==> src/hdl/qbc_pkg.sv <==
// ----------------------------------------------------------------------------
// Quote and bracket balance checker package
// Shared constants, types and character codes for the checker.
// ----------------------------------------------------------------------------
package qbc_pkg;

    // Number of open marks the stack holds.
    localparam int STACK_DEPTH = 64;
    // Stack depth counter holds 0 .. STACK_DEPTH.
    localparam int DEPTH_W = $clog2(STACK_DEPTH + 1);
    // Address of one stack entry.
    localparam int ADDR_W = (STACK_DEPTH > 1) ? $clog2(STACK_DEPTH) : 1;

    typedef logic [DEPTH_W-1:0] t_depth;
    typedef logic [ADDR_W-1:0]  t_addr;

    typedef enum logic [1:0] {
        MARK_NONE  = 2'd0,
        MARK_PAREN = 2'd1,
        MARK_SQ    = 2'd2,
        MARK_DQ    = 2'd3
    } t_mark;

    typedef enum logic [1:0] {
        ST_OK       = 2'd0,
        ST_FORMAT   = 2'd1,
        ST_RESTRICT = 2'd2,
        ST_OVERFLOW = 2'd3
    } t_status;

    localparam logic [7:0] CH_LPAREN = 8'h28;
    localparam logic [7:0] CH_RPAREN = 8'h29;
    localparam logic [7:0] CH_SQUOTE = 8'h27;
    localparam logic [7:0] CH_DQUOTE = 8'h22;
    localparam logic [7:0] CH_BSLASH = 8'h5C;
    localparam logic [7:0] CH_DOLLAR = 8'h24;

endpackage

==> src/hdl/qbc_ram.sv <==
// ----------------------------------------------------------------------------
// Generic single-port-write RAM
// One write port and one read port; read data is registered (read-old).
// ----------------------------------------------------------------------------
module qbc_ram #(
    parameter int WIDTH = 2,
    parameter int DEPTH = 64
) (
    input  logic                                   i_clk,
    input  logic                                   i_we,
    input  logic [((DEPTH > 1) ? $clog2(DEPTH) : 1)-1:0] i_waddr,
    input  logic [WIDTH-1:0]                       i_wdata,
    input  logic [((DEPTH > 1) ? $clog2(DEPTH) : 1)-1:0] i_raddr,
    output logic [WIDTH-1:0]                       o_rdata
);

    logic [WIDTH-1:0] r_mem [DEPTH];

    always_ff @(posedge i_clk) begin
        if (i_we) begin
            r_mem[i_waddr] <= i_wdata;
        end
        o_rdata <= r_mem[i_raddr];
    end

endmodule

==> src/hdl/qbc_core.sv <==
// ----------------------------------------------------------------------------
// Quote and bracket stack engine
// Keeps the top mark in a register and the marks below it in a RAM. The
// entry under the top is read ahead every cycle so that a pop finds it
// ready without waiting on the RAM; a write to that same entry is forwarded.
// ----------------------------------------------------------------------------
module qbc_core (
    input  logic             i_clk,
    input  logic             i_rst_n,
    input  logic             i_fire,
    input  logic [7:0]       i_byte,
    input  logic             i_last,
    output qbc_pkg::t_status o_status
);
    import qbc_pkg::*;

    t_depth  r_depth, n_depth;
    t_mark   r_top, n_top;
    t_status r_err, n_err;
    logic    r_dollar, n_dollar;

    logic    r_fwd;
    t_mark   r_fwd_data;

    logic    ram_we;
    t_addr   ram_waddr;
    t_mark   ram_wdata;
    t_addr   ram_raddr;
    logic [1:0] ram_rdata;

    t_mark   below;
    t_mark   top;
    logic    empty;
    t_depth  depth_m1;
    t_depth  next_m2;

    assign empty    = (r_depth == '0);
    assign top      = empty ? MARK_NONE : r_top;
    assign below    = r_fwd ? r_fwd_data : t_mark'(ram_rdata);
    assign depth_m1 = r_depth - t_depth'(1);
    assign next_m2  = n_depth - t_depth'(2);

    // Always look at the entry that will sit under the next top.
    assign ram_raddr = next_m2[ADDR_W-1:0];

    always_comb begin
        logic    do_push;
        logic    do_pop;
        t_mark   push_mark;
        t_status v_err;

        do_push   = 1'b0;
        do_pop    = 1'b0;
        push_mark = MARK_PAREN;
        n_depth   = r_depth;
        n_top     = r_top;
        n_err     = r_err;
        n_dollar  = r_dollar;
        ram_we    = 1'b0;
        ram_waddr = depth_m1[ADDR_W-1:0];
        ram_wdata = r_top;

        if (i_fire && (r_err == ST_OK)) begin
            case (i_byte)
                CH_LPAREN: begin
                    if (top != MARK_SQ && (r_dollar || empty || top == MARK_PAREN)) begin
                        do_push   = 1'b1;
                        push_mark = MARK_PAREN;
                    end
                end
                CH_RPAREN: begin
                    if (top == MARK_PAREN) begin
                        do_pop = 1'b1;
                    end else if (empty) begin
                        n_err = ST_FORMAT;
                    end
                end
                CH_SQUOTE: begin
                    if (top == MARK_SQ) begin
                        do_pop = 1'b1;
                    end else if (top != MARK_DQ) begin
                        do_push   = 1'b1;
                        push_mark = MARK_SQ;
                    end
                end
                CH_DQUOTE: begin
                    if (top == MARK_DQ) begin
                        do_pop = 1'b1;
                    end else if (top != MARK_SQ) begin
                        do_push   = 1'b1;
                        push_mark = MARK_DQ;
                    end
                end
                CH_BSLASH: begin
                    n_err = ST_RESTRICT;
                end
                default: begin
                end
            endcase
            n_dollar = (i_byte == CH_DOLLAR);
        end

        if (do_push) begin
            if (r_depth == t_depth'(STACK_DEPTH)) begin
                n_err = ST_OVERFLOW;
            end else begin
                // The old top moves down into the RAM.
                ram_we  = !empty;
                n_top   = push_mark;
                n_depth = r_depth + t_depth'(1);
            end
        end else if (do_pop) begin
            n_top   = below;
            n_depth = depth_m1;
        end

        if (i_fire && i_last && n_err == ST_OK && n_depth != '0) begin
            n_err = ST_FORMAT;
        end
        v_err    = n_err;
        o_status = v_err;

        if (i_fire && i_last) begin
            n_depth  = '0;
            n_err    = ST_OK;
            n_dollar = 1'b0;
        end
    end

    qbc_ram #(
        .WIDTH (2),
        .DEPTH (STACK_DEPTH)
    ) u_stack_ram (
        .i_clk   (i_clk),
        .i_we    (ram_we),
        .i_waddr (ram_waddr),
        .i_wdata (ram_wdata),
        .i_raddr (ram_raddr),
        .o_rdata (ram_rdata)
    );

    always_ff @(posedge i_clk) begin
        if (!i_rst_n) begin
            r_depth  <= '0;
            r_err    <= ST_OK;
            r_dollar <= 1'b0;
            r_fwd    <= 1'b0;
        end else begin
            r_depth  <= n_depth;
            r_err    <= n_err;
            r_dollar <= n_dollar;
            r_fwd    <= ram_we && (ram_waddr == ram_raddr);
        end
    end

    always_ff @(posedge i_clk) begin
        r_top      <= n_top;
        r_fwd_data <= ram_wdata;
    end

endmodule

==> config.mk <==
export PLATFORM = sky130hd
export DESIGN_NAME = qbc_core
export DESIGN_NICKNAME = d
export VERILOG_FILES = /design/src/hdl/qbc_pkg.sv /design/src/hdl/qbc_ram.sv /design/src/hdl/qbc_core.sv
export SDC_FILE = /design/constraint.sdc
export NUM_CORES = 1
export LEC_CHECK = 0
export BUFFER_PORTS_ARGS = -buffer_cell sky130_fd_sc_hd__buf_4
export CAP_MARGIN = 20
export CORE_ASPECT_RATIO = 0.75
export CORE_MARGIN = 1
export CORE_UTILIZATION = 56
export DETAILED_ROUTE_END_ITERATION = 8
export HOLD_SLACK_MARGIN = 0.15
export PLACE_DENSITY = 0.76
export SKIP_CTS_REPAIR_TIMING = 1
export SLEW_MARGIN = 20
export SYNTH_ARGS = -nofsm -noshare
export SYNTH_HDL_FRONTEND = slang
export SYNTH_SLANG_ARGS = --single-unit
==> constraint.sdc <==
create_clock -name i_clk -period 4.6 [get_ports i_clk]
set_input_delay 0.92 -clock i_clk [delete_from_list [all_inputs] [get_ports i_clk]]
set_output_delay 0.92 -clock i_clk [all_outputs]
set_load 0.01 [all_outputs]
# Word-level counts from Yosys, hierarchy flattened
# Memory sizes are Yosys's and may differ from the RTL's. A register that Yosys moved wholly into a read port is not among the register bits.
# Cells that the tools add are included.
[classes]
n_eq_ne = 14
n_reduce_logical = 16
bitwise_logic = 1
add_sub_neg = 3
muxes = 38
[ops]
columns = ["op", "count"]
rows = [
  ["8-bit by 6-bit equality test with 1-bit output, second input constant", 5],
  ["2-bit 2-to-1 mux", 16],
  ["7-bit 2-to-1 mux", 4],
  ["1-bit 2-to-1 mux", 14],
  ["8-bit by 7-bit equality test with 1-bit output, second input constant", 1],
  ["2-bit case mux with 2 select lines", 2],
  ["7-bit by 1-bit adder with 7-bit output, second input constant", 1],
  ["7-bit equality test, second input constant", 1],
  ["7-bit logical NOT", 1],
  ["7-bit nonzero test", 1],
  ["7-bit by 1-bit subtractor with 7-bit output, second input constant", 1],
  ["6-bit equality test", 1],
  ["1-bit logical AND", 6],
  ["2-bit != test, second input constant", 3],
  ["1-bit case mux with 3 select lines", 2],
  ["6-bit by 2-bit subtractor with 6-bit output, second input constant", 1],
  ["2-bit equality test, second input constant", 2],
  ["2-bit logical NOT", 2],
  ["2-bit by 1-bit equality test with 1-bit output, second input constant", 1],
  ["1-bit logical OR", 2],
  ["2-bit AND reduction", 1],
  ["2-bit nonzero test", 1],
  ["2-bit OR reduction", 1],
  ["1-bit logical NOT", 1],
  ["1-bit NOT", 1],
]
[word_totals]
output_inout_bits = 2
regBits = 15
ramBits = 128
inputBits = 12
mem_count = 1
elab_cells = 79
[mem_list]
columns = ["name", "depth", "word_bits", "rd", "rd_ports_with_merged_regs", "wr", "line", "rtl"]
rows = [
  ["u_stack_ram.r_mem", 64, 2, 1, 1, 1, "qbc_ram.sv:17", "logic [WIDTH-1:0] r_mem [DEPTH];"],
]

# Logic depth before layout (Yosys ltp)
# Gate-level depths: netlist of the first run.
[depth]
word_depth = 13
ltp_mapped = 22
ltp_nobuf = 19

# Hierarchy
# Synthesis of the first run repeated with hierarchy kept, for this count alone.
[hier_totals]
cells_unflattened = 497
area_unflattened_um2 = 6796.5
[modules_own_cells]
columns = ["module", "seq_area_each_um2", "n_inst", "area_each_um2", "cells_each"]
rows = [
  ["qbc_ram", 3883.7, 1, 5397.7, 324],
  ["qbc_core", 320.3, 1, 1398.8, 173],
]

# Worst setup path after synthesis of the first run
# OpenSTA, ideal clock, no wires.
[synth_path]
path_kind = "register to register"
startpoint = "register r_top[1]"
endpoint = "register u_stack_ram.o_rdata[0], read port of u_stack_ram.r_mem"
path_slack_ns = -0.398
t_required_ns = 4.469
setup_time_ns = 0.131
stages_incl_launch_ff = 21
n_path_buf = 3
arrival_time_ns = 4.867
cell_sequence = "edfxtp_1 nor4bb_1 o21ai_0 a2111oi_1 buf_2 mux2i_1 a211oi_2 nor2_2 inv_2 buf_2 ha_1 inv_1 nand3_1 or3_1 o211ai_1 buf_2 mux2i_1 a22oi_1 a32o_1 nor3_1 nor4_2"
[synth_between]
elab_chain_cells = 10
[synth_rtl]
columns = ["element", "line", "rtl"]
rows = [
  ["start: declaration", "qbc_core.sv:18", "t_mark r_top, n_top;"],
  ["start signal: assignment", "qbc_core.sv:157", "r_top <= n_top;"],
  ["2-bit 2-to-1 mux (*)", "qbc_core.sv:38", "assign top = empty ? MARK_NONE : r_top;"],
  ["2-bit by 1-bit equality test with 1-bit output", "qbc_core.sv:66, qbc_core.sv:72", ""],
  ["1-bit logical OR", "qbc_core.sv:66", "if (top != MARK_SQ && (r_dollar || empty || top == MARK_PAREN)) begin"],
  ["1-bit logical AND", "qbc_core.sv:66", ""],
  ["1-bit 2-to-1 mux", "qbc_core.sv:66", ""],
  ["1-bit case mux with 3 select lines", "qbc_core.sv:64", "case (i_byte)"],
  ["1-bit 2-to-1 mux", "qbc_core.sv:63", "if (i_fire && (r_err == ST_OK)) begin"],
  ["7-bit 2-to-1 mux (*)", "qbc_core.sv:103", "if (do_push) begin"],
  ["7-bit 2-to-1 mux (*)", "qbc_core.sv:123", "if (i_fire && i_last) begin"],
  ["6-bit by 2-bit subtractor with 6-bit output (*)", "qbc_core.sv:41", "assign next_m2 = n_depth - t_depth'(2);"],
  ["end: declaration", "qbc_ram.sv:14", "output logic [WIDTH-1:0] o_rdata"],
]
# Mark *: on every way between the ends. The rest lies on a longest branch, timed or not.
# A chain may end at the register's enable or synchronous reset.

# Final worst setup path of the first run
[layout_path]
startpoint = "register r_depth[1]"
endpoint = "output o_status[0]"
[layout_between]
elab_chain_cells = 13
[layout_rtl]
columns = ["element", "line", "rtl"]
rows = [
  ["start: declaration", "qbc_core.sv:17", "t_depth r_depth, n_depth;"],
  ["start signal: assignment", "qbc_core.sv:149", "r_depth <= n_depth;"],
  ["7-bit logical NOT", "qbc_core.sv:37", "assign empty = (r_depth == '0);"],
  ["2-bit 2-to-1 mux", "qbc_core.sv:38", ""],
  ["2-bit by 1-bit equality test with 1-bit output", "qbc_core.sv:66, qbc_core.sv:72", ""],
  ["1-bit logical OR", "qbc_core.sv:66", ""],
  ["1-bit logical AND", "qbc_core.sv:66", ""],
  ["1-bit 2-to-1 mux", "qbc_core.sv:66", ""],
  ["1-bit case mux with 3 select lines", "qbc_core.sv:64", ""],
  ["1-bit 2-to-1 mux", "qbc_core.sv:63", ""],
  ["2-bit 2-to-1 mux", "qbc_core.sv:103", ""],
  ["2-bit logical NOT", "qbc_core.sv:117", "if (i_fire && i_last && n_err == ST_OK && n_depth != '0) begin"],
  ["1-bit logical AND (2 in a row)", "qbc_core.sv:117", ""],
  ["2-bit 2-to-1 mux (*)", "qbc_core.sv:117", ""],
  ["end: declaration", "qbc_core.sv:13", "output qbc_pkg::t_status o_status"],
]
# Marked as above.

==> out/qor_table.md, run 1 <==
| Item | Reported |
|:---|:---|
| Arrival time at the worst endpoint | 3620 ps |
| Cell type contributing the most total cell area after synthesis | sky130_fd_sc_hd__edfxtp_1 |
| Number of search-and-repair iterations in the first detailed-routing pass | 5 |
| Die Width | 130 µm |
| Synthesized net count | 577 |
| Global-route wire length before repair | 27.9 mm |
| All-Layer GR Usage | 30.8% |
| Height of the die | 98.2 µm |
| Maximum number of pins on one net before global-route repair | 66 |
| Portion of total power attributed to combinational logic | 1.5% |
| Switching power | 641 µW |
| Rel. slew slack | 55.5% |
| Setup skew after layout | 7.05 ps |
| CTS sink count | 145 |
| Initial standard-cell utilization of the core | 58.6% |
| Largest cells by area after synthesis | sky130_fd_sc_hd__edfxtp_1, sky130_fd_sc_hd__nor2_1, sky130_fd_sc_hd__dfxtp_1 |
| Worst supply voltage drop on vdd | 0.305 mV |
| Cell variety after synth | 83 |
| Cell at the root of the clock tree | sky130_fd_sc_hd__clkbuf_16 |
| Setup violators final | 0 |
| Antenna viol nets, final | 0 |
| Hold_ws | 486 ps |
| Full die area | 0.0128 mm² |
| Number of design-rule violations left by the first detailed-router iteration | 532 |
| Register share of total power | 49.6% |
| Yosys reg bits | 145 |
| Placed cell areas | 0.00740 mm² |
| Sequential cell area fraction in the yosys report | 60.9% |
| Tot Pwr | 2.85 mW |
| Final Routed Wirelength | 18.5 mm |
| Kind of critical path | flip-flop to primary output |
| Most common cell after layout, fill and taps aside | sky130_fd_sc_hd__edfxtp_1 |
| Utilization after layout | 69.0% |
| Initial antenna violation count | 1 |
| Total count of hold-check failures in the final report | 0 |
| Share of layout cells above drive strength 1 | 21.1% |
| Count of synthesis-stage warnings from yosys | 0 |
| CTS clk-pin slew, worst paths | 70 ps |
| Instance count of the mapped netlist | 562 |
| Total overflow reported by the global router | 0 |
| FP Rows | 34 |
| Power share of the clock group | 48.9% |
| Commonest cells after routing, fill and taps aside | sky130_fd_sc_hd__edfxtp_1, sky130_fd_sc_hd__nor2_1, sky130_fd_sc_hd__buf_4 |
| Synth Flop Type | sky130_fd_sc_hd__edfxtp_1 |
| Share of the cycle needed by the critical path after routing | 98.7% |
| DRC errors left | 0 |
| Placer congestion estimate | 0.960 |
| Final Max Tran Viols | 0 |
| Path category of the worst min-delay check | flip-flop to flip-flop |
| Sum of negative setup slack | 0 ps |
| Number of synthesized flops with an enable pin | 130 |
| Area share of the largest cell type after synthesis | 56.5% |
| Mean instance size in the synthesized netlist | 12.3 µm² |
| Number of levels in the clock H-tree | 4 |
| P per Cell Area | 350 mW/mm² |
| Count of input and output buffers | 13 |
| Slew at the pin closest to its max-slew limit | 665 ps |
| HPWL Detailed | 12.1 mm |
| Reported max-cap violation count | 0 |
| Startpoint Class | flip-flop |
| Clock insertion delay at the later pin of the skew report | 430 ps |
| Std-Cell Core Area | 0.0118 mm² |
| Outcome | finished clean |
| Wirelength per Cell | 23.5 µm |
| Post-route design area | 0.00813 mm² |
| Number of buffers inserted during clock tree synthesis | 17 |
| # nets final | 628 |
| Final period demand of the worst path | 4540 ps |
| Maximum root-to-sink buffer count | 2 |
| Synthesized cell area | 0.00691 mm² |
| Number of diodes added for antenna fixing | 0 |
| TritonCTS clock tree | built |
| Worst EP required | 3680 ps |
| Nature of the critical path endpoint | primary output |
| Net switching share of the total power | 22.5% |
| Num ports | 14 |
| Static leakage | 2.75 nW |
| Vias in the first global route | 5028 |
| P_int | 2.21 mW |
| Via density | 6.48 |
| CP max FO | 6 |
| Detailed-route via count | 5110 |
| F_max | 220 MHz |
| Layout overhead on the synthesized area | 17.7% |
| Async set or reset register ratio after synthesis | 0% |
## layout make-up
class	count	area (µm²)
clock buffers	18	429
well taps	162	203
repair buffers	57	457
inverters	8	32.5
flip-flops and latches	145	4210
multi-input cells	384	2630
fillers	851	3660
clock inverters	14	165
## state kept, by name (all words and copies together), names as in the netlist
signal / cells
r_depth: 7
r_fwd_data: 2
r_dollar: 1
r_top: 2
r_fwd: 1
u_stack_ram.o_rdata: 2
r_err: 2
u_stack_ram.r_mem: 128
## power by group through the flow
stage	Sequential [mW]	Clock (mW)	Combinational [mW]
floorplan	1.44	0	0.0215
global placement	1.44	0	0.0401
detailed placement	1.44	0	0.0416
CTS	1.41	1.40	0.0419
global route	1.41	1.45	0.0466
finish	1.41	1.39	0.0437
## worst max-delay path, cell delays in order (launching register included)
cell,delay (ps)
sky130_fd_sc_hd__dfxtp_4,370
sky130_fd_sc_hd__inv_4,70
sky130_fd_sc_hd__ha_4,150
sky130_fd_sc_hd__or4b_4,520
sky130_fd_sc_hd__nor3_4,290
sky130_fd_sc_hd__o2111a_1,260
sky130_fd_sc_hd__buf_6,130
sky130_fd_sc_hd__nor2_2,70
sky130_fd_sc_hd__a211oi_2,320
sky130_fd_sc_hd__buf_4,180
sky130_fd_sc_hd__and4_4,210
sky130_fd_sc_hd__inv_1,50
sky130_fd_sc_hd__nor4_1,280
sky130_fd_sc_hd__o31ai_1,120
sky130_fd_sc_hd__buf_4,160
## stage by stage
stage	instances	setup WS, ps
6_report	788	62.0
5_1_grt	788	-27.6
4_1_cts	778	-123
3_5_place_dp	746	66.9
3_3_place_gp	746	151
2_1_floorplan	562	-154
## cell families after synthesis
| logic type | Yosys count | share of synthesized area [%] |
|---|---|---|
| compound gates | 104 | 11.8 |
| xor+xnor | 15 | 2.28 |
| fa+ha+maj | 4 | 0.689 |
| buf+inv | 33 | 2.17 |
| flops | 145 | 60.9 |
| mux | 27 | 5.18 |
| simple gates | 234 | 17.0 |
## worst paths after layout
check,start,to,slack [ps],depth (start not counted)
worst max-delay path,r_depth[1]$_SDFF_PN0_,o_status[0],60,14
worst min register to register,r_dollar$_SDFFE_PP0P_,r_dollar$_SDFFE_PP0P_,490,2
worst min-delay path,r_dollar$_SDFFE_PP0P_,r_dollar$_SDFFE_PP0P_,490,2
worst max register to register,r_depth[1]$_SDFF_PN0_,u_stack_ram.o_rdata[1]$_DFF_P_,230,20
## synthesized netlist by cell type (all sizes together) (5+ instances only)
master / n
nor2b: 8
nor2: 95
and2: 5
nand2: 51
mux4: 7
and3: 11
edfxtp: 130
clkbuf: 15
buf: 10
or3: 6
inv: 8
mux2i: 20
a211oi: 7
nor4: 7
dfxtp: 15
o21ai: 13
a21oi: 15
nor3: 12
o22ai: 6
o221ai: 15
o211ai: 7
nand3: 19
xnor2: 12
## metal layers
layer,part of all wire [%],wire length (µm),vias up,track usage [%]
met1,42,7730,2521,42.9
met5,0.070,13,-,0
li1,-,-,2264,-
met4,1.8,339,2,10.6
met2,45,8410,284,44.7
met3,11,2030,39,10.8
Power figures use the tool's default switching activity.
==> inputs of run 2 (changes only) <==
- PLACE_DENSITY: 0.76 -> 0.8
==> run 2 against run 1 <==
Compared with the run above: sequential power is essentially flat; highest routed layer is now met4; via count grew 3.1%; critical endpoint unchanged; largest cell class unchanged; design area shrank 0.54%; clock skew grew 1.9 ps.
==> out/qor_table.md, run 2 (synthesis results as in run 1) <==
| Item | Reported |
|:---|:---|
| Outcome | finished clean |
| Endpoint of the worst-slack reg-to-reg timing path | u_stack_ram.o_rdata[0]$_DFF_P_ |
| Max reg flops | 128 |
| Maximum number of pins on one net before global-route repair | 66 |
| Number of cells on the worst hold path | 2 |
| Rel. slew slack | 55.7% |
| Clock insertion delay at the later pin of the skew report | 430 ps |
| Maximum root-to-sink buffer count | 2 |
| Number of buffer and inverter stages on the critical path | 5 |
| Launching point of the worst reg2reg path | r_depth[1]$_SDFF_PN0_ |
| Wirelength per Cell | 23.4 µm |
| P per Cell Area | 347 mW/mm² |
| TritonCTS clock tree | built |
| Post-route design area | 0.00808 mm² |
| Worst Setup Slack post-DPL | -96.6 ps |
| Reported max-cap violation count | 0 |
| Number of search-and-repair iterations in the first detailed-routing pass | 6 |
| Slew at the pin closest to its max-slew limit | 663 ps |
| F_max | 221 MHz |
| Full die area | 0.0128 mm² |
| Hold_ws | 503 ps |
| Total overflow reported by the global router | 0 |
| Height of the die | 98.2 µm |
| Setup violators final | 0 |
| Logic depth of the worst register-to-register path | 22 |
| Initial antenna violation count | 0 |
| Global routing met3 resource utilization | 8.88% |
| Global routing's busiest layer | met2 |
| Initial standard-cell utilization of the core | 58.6% |
| Num ports | 14 |
| Global-route wire length before repair | 28.0 mm |
| Register-to-register path setup slack | 190 ps |
| Critical-path cell with the highest stage delay | sky130_fd_sc_hd__or4b_4 |
| Antenna viol nets, final | 0 |
| All-Layer GR Usage | 30.4% |
| Final period demand of the worst path | 4520 ps |
| Share of layout cells above drive strength 1 | 20.7% |
| Met1 Track Usage GR | 42.5% |
| Cell seen most often among critical-path stages | sky130_fd_sc_hd__buf_4 |
| Number of fill cells in the layout | 792 |
| GRT met2 Usage | 45.2% |
| Number of buffers inserted during clock tree synthesis | 17 |
| DRC errors left | 0 |
| Detailed-route via count | 5269 |
| Setup skew after layout | 8.96 ps |
| CTS clk-pin slew, worst paths | 70 ps |
| Endpoint, Worst Hold | r_dollar$_SDFFE_PP0P_ |
| Arrival time at the worst endpoint | 3600 ps |
| Tot Pwr | 2.80 mW |
| Count of input and output buffers | 13 |
| Placed cell areas | 0.00741 mm² |
| Final Routed Wirelength | 18.3 mm |
| Die Width | 130 µm |
| HPWL Detailed | 11.9 mm |
| Register name with the most flops | u_stack_ram.r_mem |
| Startpoint Class | flip-flop |
| Placer congestion estimate | 1.03 |
| # nets final | 624 |
| CTS sink count | 145 |
| Commonest cells after routing, fill and taps aside | sky130_fd_sc_hd__edfxtp_1, sky130_fd_sc_hd__nor2_1, sky130_fd_sc_hd__buf_4 |
| Cell at the root of the clock tree | sky130_fd_sc_hd__clkbuf_16 |
| Total count of hold-check failures in the final report | 0 |
| Registers with the highest flip-flop counts | u_stack_ram.r_mem: 128 flops, r_depth: 7 flops |
| Number of design-rule violations left by the first detailed-router iteration | 847 |
| Kind of critical path | flip-flop to primary output |
| Number of levels in the clock H-tree | 4 |
| Most common cell after layout, fill and taps aside | sky130_fd_sc_hd__edfxtp_1 |
| Worst EP required | 3680 ps |
| Std-Cell Core Area | 0.0118 mm² |
| CP max FO | 6 |
| Final Max Tran Viols | 0 |
| Path category of the worst min-delay check | flip-flop to flip-flop |
| Nature of the critical path endpoint | primary output |
| Cell breakdown of the critical path | inv_2 > ha_4 > or4b_4 > nor3_4 > a2111oi_2 > buf_4 > buf_4 > and2_1 > o21a_1 > or2_1 > and4_4 > inv_1 > nor4_2 > o31ai_2 > buf_4 |
| Category of cells accounting for the largest share of critical-path delay | simple AND/OR/NAND/NOR gates |
| FP Rows | 34 |
| Number of diodes added for antenna fixing | 0 |
| HP Start | r_dollar$_SDFFE_PP0P_ |
| Stage delay of the slowest cell on the critical path | 520 ps |
| Layout overhead on the synthesized area | 17.1% |
| Static leakage | 2.72 nW |
| Via density | 6.72 |
| Worst supply voltage drop on vdd | 0.346 mV |
| Setup ws final | 81.4 ps |
| Vias in the first global route | 5049 |
| Share of the cycle needed by the critical path after routing | 98.2% |
run 2: changes by cell type in the layout (fill, tap and decap cells not counted), sizes merged:
cell	change
buf	-4
bufinv	-1
clkbuf	-1
inv	+2
run 2: cell type report:
| type | instances | area [µm²] | area share [%] |
|---|---|---|---|
| clock buffers | 17 | 425 | 5.26 |
| clock inverters | 15 | 155 | 1.92 |
| inverters | 8 | 30.0 | 0.371 |
| multi-input cells | 384 | 2650 | 32.8 |
| flip-flops and latches | 145 | 4210 | 52.1 |
| well taps | 162 | 203 | 2.51 |
| repair buffers | 53 | 410 | 5.08 |
run 2: worst register-to-register path: stages, from the launching register on:
cell,delay [ps]
sky130_fd_sc_hd__dfxtp_4,380
sky130_fd_sc_hd__inv_2,80
sky130_fd_sc_hd__ha_4,150
sky130_fd_sc_hd__or4b_4,520
sky130_fd_sc_hd__o31ai_4,250
sky130_fd_sc_hd__buf_4,170
sky130_fd_sc_hd__nand4b_4,190
sky130_fd_sc_hd__a21oi_1,250
sky130_fd_sc_hd__a211oi_2,70
sky130_fd_sc_hd__buf_4,160
sky130_fd_sc_hd__nor2_4,110
sky130_fd_sc_hd__inv_2,60
sky130_fd_sc_hd__ha_4,170
sky130_fd_sc_hd__inv_2,50
sky130_fd_sc_hd__nand3_1,60
sky130_fd_sc_hd__or3_1,340
sky130_fd_sc_hd__o211ai_1,160
sky130_fd_sc_hd__buf_12,230
sky130_fd_sc_hd__mux2i_1,230
sky130_fd_sc_hd__a22oi_1,130
sky130_fd_sc_hd__a32o_1,330
sky130_fd_sc_hd__nor3_2,140
sky130_fd_sc_hd__nor4_2,60
run 2: power by group:
group	internal (mW)	switching, mW	leakage [nW]
clock	0.726	0.620	0.284
sequential	1.41	0.000265	1.29
combinational	0.0182	0.0256	1.14
total	2.16	0.646	2.72
run 2: through the flow:
step / utilization (%) / TNS (ps) / std cells
after floorplan: - / -273 / 562
after global placement: 62.8 / 0 / 748
after detailed placement: 62.8 / -131 / 748
after CTS: 67.8 / -220 / 780
after global routing: 68.6 / -44.4 / 784
final: 68.6 / 0 / 784
run 2: how the worst max path moves through the flow:
stage	from	to	slack, ps	depth (start not counted)
after CTS	r_depth[1]$_SDFF_PN0_	o_status[0]	-220	14
after global routing	r_depth[1]$_SDFF_PN0_	o_status[0]	-30	15
after global placement	i_byte[3]	u_stack_ram.o_rdata[0]$_DFF_P_	70	20
final	r_depth[1]$_SDFF_PN0_	o_status[0]	80	15
after detailed placement	i_byte[0]	u_stack_ram.o_rdata[0]$_DFF_P_	-100	20
after floorplan	r_top[1]$_DFFE_PP_	u_stack_ram.o_rdata[0]$_DFF_P_	-150	20
run 2: metal layers:
metal	routed length (µm)	part of all wire, %
met1	7180	39
met2	8470	46
met3	2080	11
met4	599	3.3
met5	0	0
